## config.mk

```make
export PLATFORM = sky130hd
export DESIGN_NAME = lru_key_value_cache_top
export DESIGN_NICKNAME = d
export VERILOG_FILES = /design/src/rtl/lkvc_pkg.sv /design/src/rtl/lru_key_value_cache_top.sv /design/src/rtl/lkvc_ram.sv
export SDC_FILE = /design/constraint.sdc
export NUM_CORES = 2
export LEC_CHECK = 0
export ABC_AREA = 1
export BUFFER_PORTS_ARGS = -buffer_cell sky130_fd_sc_hd__buf_4
export CELL_PAD_IN_SITES_DETAIL_PLACEMENT = 1
export CELL_PAD_IN_SITES_GLOBAL_PLACEMENT = 1
export CORE_MARGIN = 2
export CORE_UTILIZATION = 48
export CTS_BUF_LIST = sky130_fd_sc_hd__clkbuf_2 sky130_fd_sc_hd__clkbuf_4 sky130_fd_sc_hd__clkbuf_8
export CTS_CLUSTER_DIAMETER = 80
export DETAILED_ROUTE_END_ITERATION = 10
export PLACE_DENSITY = 0.8
export SYNTH_ARGS = -nofsm -noshare
export SYNTH_HDL_FRONTEND = slang
export SYNTH_SLANG_ARGS = --single-unit
```

## constraint.sdc

```tcl
create_clock -name clk_i -period 9.6 [get_ports clk_i]
set_input_delay 0.96 -clock clk_i [delete_from_list [all_inputs] [get_ports clk_i]]
set_output_delay 0.96 -clock clk_i [all_outputs]
set_load 0.005 [all_outputs]
```

## src/rtl/lkvc_pkg.sv

```systemverilog
// ----------------------------------------------------------------------------
// lkvc_pkg: shared types and constants for the LRU key/value cache
// Command and status codes, sequencer states and parameter defaults.
// ----------------------------------------------------------------------------
`timescale 1ns / 1ps

package lkvc_pkg;

  localparam int unsigned ENTRIES_DEF    = 16;
  localparam int unsigned KEY_BITS_DEF   = 64;
  localparam int unsigned VALUE_BITS_DEF = 32;
  localparam int unsigned CAP_BITS       = 5;
  localparam logic [CAP_BITS-1:0] CAP_RESET = 5'd16;

  typedef enum logic {
    CMD_INSERT = 1'b0,
    CMD_FIND   = 1'b1
  } cmd_e;

  typedef enum logic [1:0] {
    STAT_OK   = 2'd0,
    STAT_DUP  = 2'd1,
    STAT_NULL = 2'd2,
    STAT_MISS = 2'd3
  } status_e;

  typedef enum logic [2:0] {
    ST_IDLE,
    ST_SCAN,
    ST_DECIDE,
    ST_UPDATE,
    ST_RESP
  } fsm_e;

endpackage

```

## src/rtl/lru_key_value_cache_top.sv

```systemverilog
// ----------------------------------------------------------------------------
// lru_key_value_cache_top: fully associative key/value cache, LRU order
// Steps: a null insert goes straight to the result; a duplicate, a miss or an insert
//   dropped at zero capacity takes one scan pass over all entries; a stored insert or
//   a hit takes a scan pass and then a rank update pass. One request at a time: the
//   input is stalled until the result of the busy request has been registered.
// The single key comparator serves the scan pass and the single rank RAM port
//   both passes, once per entry each. Reset: valid bits and count cleared, capacity 16.
// ----------------------------------------------------------------------------
`timescale 1ns / 1ps

module lru_key_value_cache_top #(
  parameter int unsigned ENTRIES    = lkvc_pkg::ENTRIES_DEF,
  parameter int unsigned KEY_BITS   = lkvc_pkg::KEY_BITS_DEF,
  parameter int unsigned VALUE_BITS = lkvc_pkg::VALUE_BITS_DEF
) (
  input  logic                          clk_i,
  input  logic                          rst_ni,
  input  logic                          cfg_we_i,
  input  logic [lkvc_pkg::CAP_BITS-1:0] cfg_wdata_i,
  input  logic                          in_valid_i,
  output logic                          in_stall_o,
  input  logic                          command_i,
  input  logic [KEY_BITS-1:0]           lookup_key_i,
  input  logic [VALUE_BITS-1:0]         entry_value_i,
  output logic                          out_valid_o,
  input  logic                          out_stall_i,
  output logic [1:0]                    status_o,
  output logic [VALUE_BITS-1:0]         found_value_o
);

  import lkvc_pkg::*;

  localparam int unsigned IDX_W = (ENTRIES > 1) ? $clog2(ENTRIES) : 1;
  localparam int unsigned CNT_W = $clog2(ENTRIES + 1);
  localparam int unsigned CMP_W = ((CNT_W > CAP_BITS) ? CNT_W : CAP_BITS) + 1;

  fsm_e                  state_q, state_d;
  logic [CAP_BITS-1:0]   cap_q, cap_d;
  logic [CNT_W-1:0]      count_q, count_d;
  logic [ENTRIES-1:0]    valid_q, valid_d;
  cmd_e                  cmd_q, cmd_d;
  logic [KEY_BITS-1:0]   key_q, key_d;
  logic [VALUE_BITS-1:0] val_q, val_d;
  logic [CNT_W-1:0]      cnt_q, cnt_d;
  logic                  pend_q, pend_d;
  logic [IDX_W-1:0]      pend_idx_q, pend_idx_d;
  logic                  hit_q, hit_d;
  logic [IDX_W-1:0]      hit_idx_q, hit_idx_d;
  logic [IDX_W-1:0]      hit_rank_q, hit_rank_d;
  logic [VALUE_BITS-1:0] hit_val_q, hit_val_d;
  logic [IDX_W-1:0]      vict_idx_q, vict_idx_d;
  logic                  free_q, free_d;
  logic [IDX_W-1:0]      free_idx_q, free_idx_d;
  logic [IDX_W-1:0]      slot_q, slot_d;
  status_e               res_status_q, res_status_d;
  logic [VALUE_BITS-1:0] res_value_q, res_value_d;
  logic                  out_valid_q, out_valid_d;
  status_e               out_status_q, out_status_d;
  logic [VALUE_BITS-1:0] out_value_q, out_value_d;

  logic                  in_acc;
  logic                  null_ins;
  logic                  cnt_end;
  logic                  out_free;
  logic                  pend_valid;
  logic [CMP_W-1:0]      cap_eff;
  logic                  over;
  logic                  go_update;
  logic [IDX_W-1:0]      slot_sel;
  logic [IDX_W-1:0]      raddr;
  logic [KEY_BITS-1:0]   key_rd;
  logic [VALUE_BITS-1:0] val_rd;
  logic [IDX_W-1:0]      rank_rd;
  logic                  kv_we;
  logic                  rank_we;
  logic [IDX_W-1:0]      rank_wdata;

  assign in_stall_o = (state_q != ST_IDLE);
  assign in_acc     = in_valid_i && !in_stall_o;
  assign null_ins   = (command_i == CMD_INSERT) && (entry_value_i == '0);
  assign cnt_end    = (cnt_q == CNT_W'(ENTRIES));
  assign out_free   = !out_valid_q || !out_stall_i;
  assign pend_valid = valid_q[pend_idx_q];
  assign raddr      = cnt_q[IDX_W-1:0];

  // capacity clamped to storage size
  assign cap_eff = (CMP_W'(cap_q) > CMP_W'(ENTRIES)) ? CMP_W'(ENTRIES) : CMP_W'(cap_q);
  assign over    = (CMP_W'(count_q) + CMP_W'(1)) > cap_eff;

  always_comb begin
    if (cmd_q == CMD_INSERT) begin
      go_update = !hit_q && !(over && (count_q == '0));
    end else begin
      go_update = hit_q;
    end
  end

  // first free slot once the victim is gone
  assign slot_sel = (over && (!free_q || (vict_idx_q < free_idx_q))) ? vict_idx_q : free_idx_q;

  assign kv_we   = (state_q == ST_DECIDE) && (cmd_q == CMD_INSERT) && go_update;
  assign rank_we = (state_q == ST_UPDATE) && pend_q && pend_valid;

  always_comb begin
    if (pend_idx_q == slot_q) begin
      rank_wdata = '0;
    end else if ((cmd_q == CMD_INSERT) || (rank_rd < hit_rank_q)) begin
      rank_wdata = rank_rd + IDX_W'(1);
    end else begin
      rank_wdata = rank_rd;
    end
  end

  lkvc_ram #(.WIDTH(KEY_BITS), .DEPTH(ENTRIES)) u_key_ram (
    .clk_i   (clk_i),
    .we_i    (kv_we),
    .waddr_i (slot_sel),
    .wdata_i (key_q),
    .raddr_i (raddr),
    .rdata_o (key_rd)
  );

  lkvc_ram #(.WIDTH(VALUE_BITS), .DEPTH(ENTRIES)) u_val_ram (
    .clk_i   (clk_i),
    .we_i    (kv_we),
    .waddr_i (slot_sel),
    .wdata_i (val_q),
    .raddr_i (raddr),
    .rdata_o (val_rd)
  );

  lkvc_ram #(.WIDTH(IDX_W), .DEPTH(ENTRIES)) u_rank_ram (
    .clk_i   (clk_i),
    .we_i    (rank_we),
    .waddr_i (pend_idx_q),
    .wdata_i (rank_wdata),
    .raddr_i (raddr),
    .rdata_o (rank_rd)
  );

  // next state
  always_comb begin
    state_d = state_q;
    unique case (state_q)
      ST_IDLE: begin
        if (in_acc) begin
          state_d = null_ins ? ST_RESP : ST_SCAN;
        end
      end
      ST_SCAN: begin
        if (cnt_end) begin
          state_d = ST_DECIDE;
        end
      end
      ST_DECIDE: begin
        state_d = go_update ? ST_UPDATE : ST_RESP;
      end
      ST_UPDATE: begin
        if (cnt_end) begin
          state_d = ST_RESP;
        end
      end
      ST_RESP: begin
        if (out_free) begin
          state_d = ST_IDLE;
        end
      end
      default: state_d = ST_IDLE;
    endcase
  end

  // datapath
  always_comb begin
    cap_d        = cfg_we_i ? cfg_wdata_i : cap_q;
    count_d      = count_q;
    valid_d      = valid_q;
    cmd_d        = cmd_q;
    key_d        = key_q;
    val_d        = val_q;
    cnt_d        = cnt_q;
    pend_d       = 1'b0;
    pend_idx_d   = raddr;
    hit_d        = hit_q;
    hit_idx_d    = hit_idx_q;
    hit_rank_d   = hit_rank_q;
    hit_val_d    = hit_val_q;
    vict_idx_d   = vict_idx_q;
    free_d       = free_q;
    free_idx_d   = free_idx_q;
    slot_d       = slot_q;
    res_status_d = res_status_q;
    res_value_d  = res_value_q;
    out_valid_d  = out_valid_q;
    out_status_d = out_status_q;
    out_value_d  = out_value_q;

    unique case (state_q)
      ST_IDLE: begin
        if (in_acc) begin
          cmd_d        = cmd_e'(command_i);
          key_d        = lookup_key_i;
          val_d        = entry_value_i;
          cnt_d        = '0;
          hit_d        = 1'b0;
          free_d       = 1'b0;
          res_status_d = null_ins ? STAT_NULL : STAT_OK;
          res_value_d  = '0;
        end
      end
      ST_SCAN: begin
        if (!cnt_end) begin
          cnt_d  = cnt_q + CNT_W'(1);
          pend_d = 1'b1;
        end
        if (pend_q) begin
          if (pend_valid) begin
            if (!hit_q && (key_rd == key_q)) begin
              hit_d      = 1'b1;
              hit_idx_d  = pend_idx_q;
              hit_rank_d = rank_rd;
              hit_val_d  = val_rd;
            end
            if (CNT_W'(rank_rd) == (count_q - CNT_W'(1))) begin
              vict_idx_d = pend_idx_q;
            end
          end else if (!free_q) begin
            free_d     = 1'b1;
            free_idx_d = pend_idx_q;
          end
        end
      end
      ST_DECIDE: begin
        cnt_d = '0;
        if (cmd_q == CMD_INSERT) begin
          if (hit_q) begin
            res_status_d = STAT_DUP;
          end else if (go_update) begin
            if (over) begin
              valid_d[vict_idx_q] = 1'b0;
            end else begin
              count_d = count_q + CNT_W'(1);
            end
            valid_d[slot_sel] = 1'b1;
            slot_d            = slot_sel;
          end
        end else if (hit_q) begin
          slot_d      = hit_idx_q;
          res_value_d = hit_val_q;
        end else begin
          res_status_d = STAT_MISS;
        end
      end
      ST_UPDATE: begin
        if (!cnt_end) begin
          cnt_d  = cnt_q + CNT_W'(1);
          pend_d = 1'b1;
        end
      end
      ST_RESP: ;
      default: ;
    endcase

    if (state_q == ST_RESP && out_free) begin
      out_valid_d  = 1'b1;
      out_status_d = res_status_q;
      out_value_d  = res_value_q;
    end else if (out_valid_q && !out_stall_i) begin
      out_valid_d = 1'b0;
    end
  end

  always_ff @(posedge clk_i or negedge rst_ni) begin
    if (!rst_ni) begin
      state_q     <= ST_IDLE;
      cap_q       <= CAP_RESET;
      count_q     <= '0;
      valid_q     <= '0;
      cnt_q       <= '0;
      pend_q      <= 1'b0;
      hit_q       <= 1'b0;
      free_q      <= 1'b0;
      out_valid_q <= 1'b0;
    end else begin
      state_q     <= state_d;
      cap_q       <= cap_d;
      count_q     <= count_d;
      valid_q     <= valid_d;
      cnt_q       <= cnt_d;
      pend_q      <= pend_d;
      hit_q       <= hit_d;
      free_q      <= free_d;
      out_valid_q <= out_valid_d;
    end
  end

  always_ff @(posedge clk_i) begin
    cmd_q        <= cmd_d;
    key_q        <= key_d;
    val_q        <= val_d;
    pend_idx_q   <= pend_idx_d;
    hit_idx_q    <= hit_idx_d;
    hit_rank_q   <= hit_rank_d;
    hit_val_q    <= hit_val_d;
    vict_idx_q   <= vict_idx_d;
    free_idx_q   <= free_idx_d;
    slot_q       <= slot_d;
    res_status_q <= res_status_d;
    res_value_q  <= res_value_d;
    out_status_q <= out_status_d;
    out_value_q  <= out_value_d;
  end

  assign out_valid_o   = out_valid_q;
  assign status_o      = out_status_q;
  assign found_value_o = out_value_q;

endmodule

```

## src/rtl/lkvc_ram.sv

```systemverilog
// ----------------------------------------------------------------------------
// lkvc_ram: generic single-write, single-read RAM
// One write and one read address per cycle; read data is registered.
// ----------------------------------------------------------------------------
`timescale 1ns / 1ps

module lkvc_ram #(
  parameter int unsigned WIDTH = 8,
  parameter int unsigned DEPTH = 16
) (
  input  logic                                      clk_i,
  input  logic                                      we_i,
  input  logic [((DEPTH > 1) ? $clog2(DEPTH) : 1)-1:0] waddr_i,
  input  logic [WIDTH-1:0]                          wdata_i,
  input  logic [((DEPTH > 1) ? $clog2(DEPTH) : 1)-1:0] raddr_i,
  output logic [WIDTH-1:0]                          rdata_o
);

  logic [WIDTH-1:0] mem_q [DEPTH];
  logic [WIDTH-1:0] rdata_q;

  always_ff @(posedge clk_i) begin
    if (we_i) begin
      mem_q[waddr_i] <= wdata_i;
    end
    rdata_q <= mem_q[raddr_i];
  end

  assign rdata_o = rdata_q;

endmodule

```

Yosys cells after proc, flatten, opt, wreduce, memory -nomap -nowiden --
Memory sizes are Yosys's and may differ from the RTL's. A register that Yosys moved wholly into a read port is not among the register bits. Index checks and enable logic that the tools add are counted.
Word-level totals: flip-flop bits (word level) 259, RAM bits 1600, bits of input ports 107, output and inout port bits 36, logic and storage cells 174, memories kept 3
Memory list:
- u_key_ram.mem_q | words 16, bits a word 64, read ports 1, clocked after Yosys merged registers in 1, wr ports 1, line lkvc_ram.sv:19 | logic [WIDTH-1:0] mem_q [DEPTH];
- u_val_ram.mem_q | words 16, bits a word 32, read ports 1, clocked after Yosys merged registers in 1, wr ports 1, line lkvc_ram.sv:19
- u_rank_ram.mem_q | words 16, bits a word 4, read ports 1, clocked after Yosys merged registers in 1, wr ports 1, line lkvc_ram.sv:19
Cells by class: add/subtract/negate cells 5, order comparisons 9, eq/ne operators 23, multiplexer cells 56, bitwise operators 9, reductions and logical operators 46
Operators with widths (count):
- $mux W32 | 3
- $mux W16 | 5
- $eq A64 B64 Y1 | 1
- $pmux W32 S2 | 1
- $reduce_and A4 Y1 | 9
- $logic_not A32 Y1 | 1
- $mux W4 | 7
- $ne A2 B2 Y1 const B | 12
- $mux W1 | 18
- $mux W3 | 6
- $and A16 B16 Y16 | 1
- $not A16 Y16 | 1
- $or A16 B16 Y16 | 1
- $lt A4 B5 Y1 const B | 3
- $mux W5 | 3
- $pmux W3 S5 | 1
- $pmux W5 S3 | 1
- $logic_and A1 B1 Y1 | 14
- $add A5 B1 Y5 const B | 2
- $mux W2 | 5
- $reduce_and A5 Y1 | 2
- $demux W1 S4 | 2
- $ge A4 B1 Y1 const B | 2
- $lt A4 B4 Y1 | 2
- other kinds (26) | 45

Logic depth before layout (Yosys ltp) --
depth after elaboration 12, gate-level depth with buffers 17, mapped depth without buffers 16

Cells and area by module --
Synthesis repeated with hierarchy kept, for this count alone.
Unflattened totals: cell total of the unflattened synthesis 7768, area, all modules 82570.4 um^2
By module, submodules not included:
- lkvc_ram at u_key_ram | instances 1, cells each 4210, area an instance 45285.9 um^2, sequential area each 32030.7 um^2
- lkvc_ram at u_val_ram | instances 1, cells each 2120, area an instance 22730.6 um^2, sequential area each 16015.4 um^2
- lru_key_value_cache_top | instances 1, cells each 1148, area an instance 11587.4 um^2, sequential area each 7548.5 um^2
- lkvc_ram at u_rank_ram | instances 1, cells each 290, area an instance 2966.6 um^2, sequential area each 2001.9 um^2

Worst setup path before layout --
OpenSTA, ideal clock, no wires.
path kind reg2reg, start register count_q[0], end memory u_key_ram.mem_q[11][0] in the netlist's numbering (enable), setup time 0.552 ns, data arrival time 6.246 ns, required time 9.048 ns, path slack 2.802 ns, stages on the path, launching flop included 17, path buffers 1, period minus slack after synthesis 6.798 ns, cells stage by stage dfrtp_1 ha_1 nand3_1 xnor2_1 ha_1 nand2_1 inv_1 a21oi_1 nand2_1 nand2_1 nand2_2 nand2_2 buf_6 nand2_1 nand2_1 nand3_1 nor2_1
Between the ends: cells in the longest elaborated chain, start to end 9, elaborated cells on any way between the ends 12, those cells by class add/sub (1); order compare (1); mux (4); reduce/logical (6)
RTL lines:
- from (decl) | line lru_key_value_cache_top.sv:40 | logic [CNT_W-1:0] count_q, count_d;
- from (signal assigned) | line lru_key_value_cache_top.sv:287 | count_q <= count_d;
- $add A5 B1 Y6 | line lru_key_value_cache_top.sv:89 | assign over = (CMP_W'(count_q) + CMP_W'(1)) > cap_eff;
- $gt A6 B5 Y1 | line lru_key_value_cache_top.sv:89
- $logic_and A1 B1 Y1 | line lru_key_value_cache_top.sv:93 | go_update = !hit_q && !(over && (count_q == '0));
- $logic_not A1 Y1 | line lru_key_value_cache_top.sv:93
- $logic_and A1 B1 Y1 | line lru_key_value_cache_top.sv:93
- $mux W1 | line lru_key_value_cache_top.sv:92 | if (cmd_q == CMD_INSERT) begin
- $logic_and A1 B1 Y1 | line lru_key_value_cache_top.sv:102 | assign kv_we = (state_q == ST_DECIDE) && (cmd_q == CMD_INSERT) && go_update;
- $mux W1 | line lkvc_ram.sv:23 | if (we_i) begin
- $mux W1 (not written as such) | line lkvc_ram.sv:24 | mem_q[waddr_i] <= wdata_i;
- to (decl) | line lkvc_ram.sv:19
Parallel ways exist; a longest one is shown, timed or not.

Worst setup path after layout --
start register count_q[0], end memory u_key_ram.mem_q[15][27] in the netlist's numbering (enable)
The elaborated chain is that of the path after synthesis.

==> flow_summary.yaml <==
die:
  die-area_mm2: 0.157
  io_pins: 143
  dieWidth_um: 397
  dieHeight_um: 397
  coreArea_mm2: 0.154
  num_rows: 144
  initial_utilization: 0.482
timing:
  hold_viol: 0
  holdWs_ns: 0.0786
  rsz0062_at_grt: "false"
  drv_slew: 0
  finalSetupViolCount: 0
  finalCriticalPeriod_ns: 5.12
  max_freq_mhz: 195
  finClkSkew_ns: 0.101
  finalCritPeriodShare: 0.533
  relSlewSlack: 0.198
  fin_setup_tns_ns: 0
  tightest_slew_ns: 1.20
place:
  port_buffers: 142
  dpl.hpwl_mm: 114
  place_congestion: 0.825
clock_network:
  clk_latency_ns: 1.07
  clock_sinks: 1959
  htreeDepth: 5
  cts_buffers: 334
  clk_pin_slew_worst_paths_ns: 0.06
  clockBufferDepth: 4
  clock-root-buffer: "clkbuf_8"
  cts_tree: "done"
setup_path:
  path_cells: "ha_1 > nand3_1 > xnor2_1 > ha_1 > nand2_1 > nor2_1 > nand2_1 > nand2_1 > nand2_1 > nand2_2 > nand2_2 > nand2_1 > o21ai_4 > nor2_4 > inv_1 > nor2_4 > buf_4 > buf_4"
  cp.arrival_ns: 5.71
  slowest_delay_ns: 0.77
  critical_path_class: "reg -> reg"
  worstPathRequired_ns: 10.19
  start_kind: "flop"
  crit_path_frequent_cell: "nand2_1"
  cpMaxStageDelayCell: "buf_4"
  end_kind: "flop"
  cp_max_fo: 43
outcome:
  run_status: "complete, no violations"
synthesis:
  synthesis.instances: 5545
  synth_area_leaders: "edfxtp_1 74%, o21ai_0 5.6%, nor2_1 4.7%, o22ai_1 3.4%, nand2_1 3.3%"
  ys_types: 41
  synthArstFlopShare: 0.0194
  synth.top_cells.by_count: "1817 x edfxtp_1, 936 x nor2_1, 835 x o21ai_0, 650 x nand2_1, 400 x o22ai_1"
  ys_ff_latch: 1959
  syn_nets: 5668
  yosysTopAreaCell: "edfxtp_1"
  yosysMostFrequentCell: "edfxtp_1"
  syn_avg_cell_area_um2: 13.4
  yosysSeqAreaShare: 0.778
  synth_edf_count: 1817
  yosysWarnings: 0
  syn_area_mm2: 0.0740
  synth_flop_cell: "edfxtp_1"
  yosys.area.top_type_share: 0.737
global_routing:
  grt_pass1_vias: 51600
  grt_max_degree: 237
  antenna_found_initial: 6
  grt-ovfl-total: 0
  globalRouteTotalUtil: 0.268
  grt_pass1_wl_mm: 319
routing:
  wl_per_cell_um: 26.5
  num_vias: 48300
  ant_nets: 0
  vias_per_cell: 5.97
  drt_pre_antenna_iters: 6
  wl_mm: 214
  drc: 0
  drtIter0Drc: 5029
finish:
  fillers: 15100
  areaGrowthSynthToFinish_pct: 13.4
  drive_above_1_share: 0.136
  nets: 5906
pwr:
  power_density_mw_per_mm2: 296
  power_leakage_nw: 28.4
  peakVddDrop_mv: 0.275
hold_path:
  hold_path_class: "in -> reg"
flow_run:
  cap_violations: 0
-- area by class of cell --
class / count / area, µm² / share of cell area
antenna: 3 / 7.51 / 0.0000894
clock buffer: 502 / 6120 / 0.0729
clock inverter: 93 / 537 / 0.00639
inverter: 179 / 707 / 0.00842
multi-input combinational: 3091 / 14700 / 0.175
sequential: 1959 / 57600 / 0.686
tap: 2044 / 2560 / 0.0305
timing repair buffer: 218 / 1720 / 0.0204
-- placed cells by master, fill, tap and decap left out, drive strengths merged, types with 2 or more instances in the layout --
| cell | instances |
|---|---|
| ha | 16 |
| edfxtp | 1817 |
| o21ai | 861 |
| nor3 | 12 |
| xnor2 | 19 |
| dfxtp | 104 |
| clkbuf | 502 |
| nand2 | 657 |
| nor4 | 8 |
| dlygate4sd3 | 2 |
| nand4 | 104 |
| inv | 181 |
| dfrtp | 37 |
| nor2 | 938 |
| o22ai | 400 |
| bufinv | 4 |
| a211oi | 2 |
| clkinv | 79 |
| nand3 | 33 |
| and3 | 2 |
| a21oi | 12 |
| mux2 | 3 |
| buf | 216 |
| clkinvlp | 8 |
| xor2 | 18 |
| diode | 3 |
-- logic make-up after synthesis --
group	Yosys count	synth area share
multiplexers	3	0.000456
AND/OR/NAND/NOR	1757	0.0949
buffers and inverters	495	0.0259
AO/OA/AOI/OAI	1278	0.0938
flip-flops	1959	0.778
XOR/XNOR	37	0.00438
adder cells (fa/ha/maj)	16	0.00270
-- critical path: cells and delay by family, from the launching register on --
kind,cells,cell delay [ns]
and+or+nand+nor,11,1.84
buffers and inverters,3,1.56
adders and majority gates,2,0.54
DFF,1,0.44
xor gates and xnor gates,1,0.17
AOI/OAI and AO/OA,1,0.11
-- stage by stage --
step	instance area, µm²	instances	worst slack (ns)	total power, mW	utilization
6_report	84000	8089	4.48	24.9	0.546
5_1_grt	83900	8088	4.19	25.9	0.546
4_1_cts	83900	8086	4.38	24.9	0.546
3_5_place_dp	77300	7489	4.38	17.3	0.503
3_3_place_gp	77300	7489	4.52	16.9	0.503
2_1_floorplan	74000	5545	2.80	14.8	-
-- metal layers --
layer	track usage	vias to the layer above	wire, µm
met4	0.109	2	7760
met3	0.0414	474	15100
met2	0.458	2249	107000
met1	0.343	24800	84100
met5	0	-	11
li1	-	20700	-
-- worst paths after layout --
check,cells after the start,startpoint,slack [ns],end
setup / recovery,18,count_q[0],4.48,u_key_ram.mem_q[15][27]
hold / removal,1,lookup_key_i[62],0.08,key_q[62]
setup reg to reg,18,count_q[0],4.48,u_key_ram.mem_q[15][27]
hold reg to reg,0,u_val_ram.rdata_o[29],0.39,hit_val_q[29]
max in group asynchronous,2,rst_ni,8.70,cnt_q[0]
min in group asynchronous,2,rst_ni,0.48,count_q[3]
-- flip-flops by register name, indices dropped and copies added (netlist names), 5 cells and up --
name / flops
count_q: 5
u_key_ram.rdata_o: 64
u_val_ram.rdata_o: 32
u_val_ram.mem_q: 512
res_value_q: 32
key_q: 64
u_rank_ram.mem_q: 64
u_key_ram.mem_q: 1024
found_value_o: 32
cap_q: 5
valid_q: 16
hit_val_q: 32
cnt_q: 5
val_q: 32
-- where the power goes --
group | switching [mW] | total (mW) | internal, mW
combinational | 4.61 | 6.26 | 1.65
clock | 3.40 | 7.57 | 4.17
sequential | 0.670 | 11.0 | 10.4
-- timing repair --
item | 4_1_cts | 5_1_grt
buffers inserted | 0 | 0
hold buffers | 2 | 0
hold endpoints to repair | 38 | 0
gates resized for setup | 0 | 0
Power figures use the tool's default switching activity.
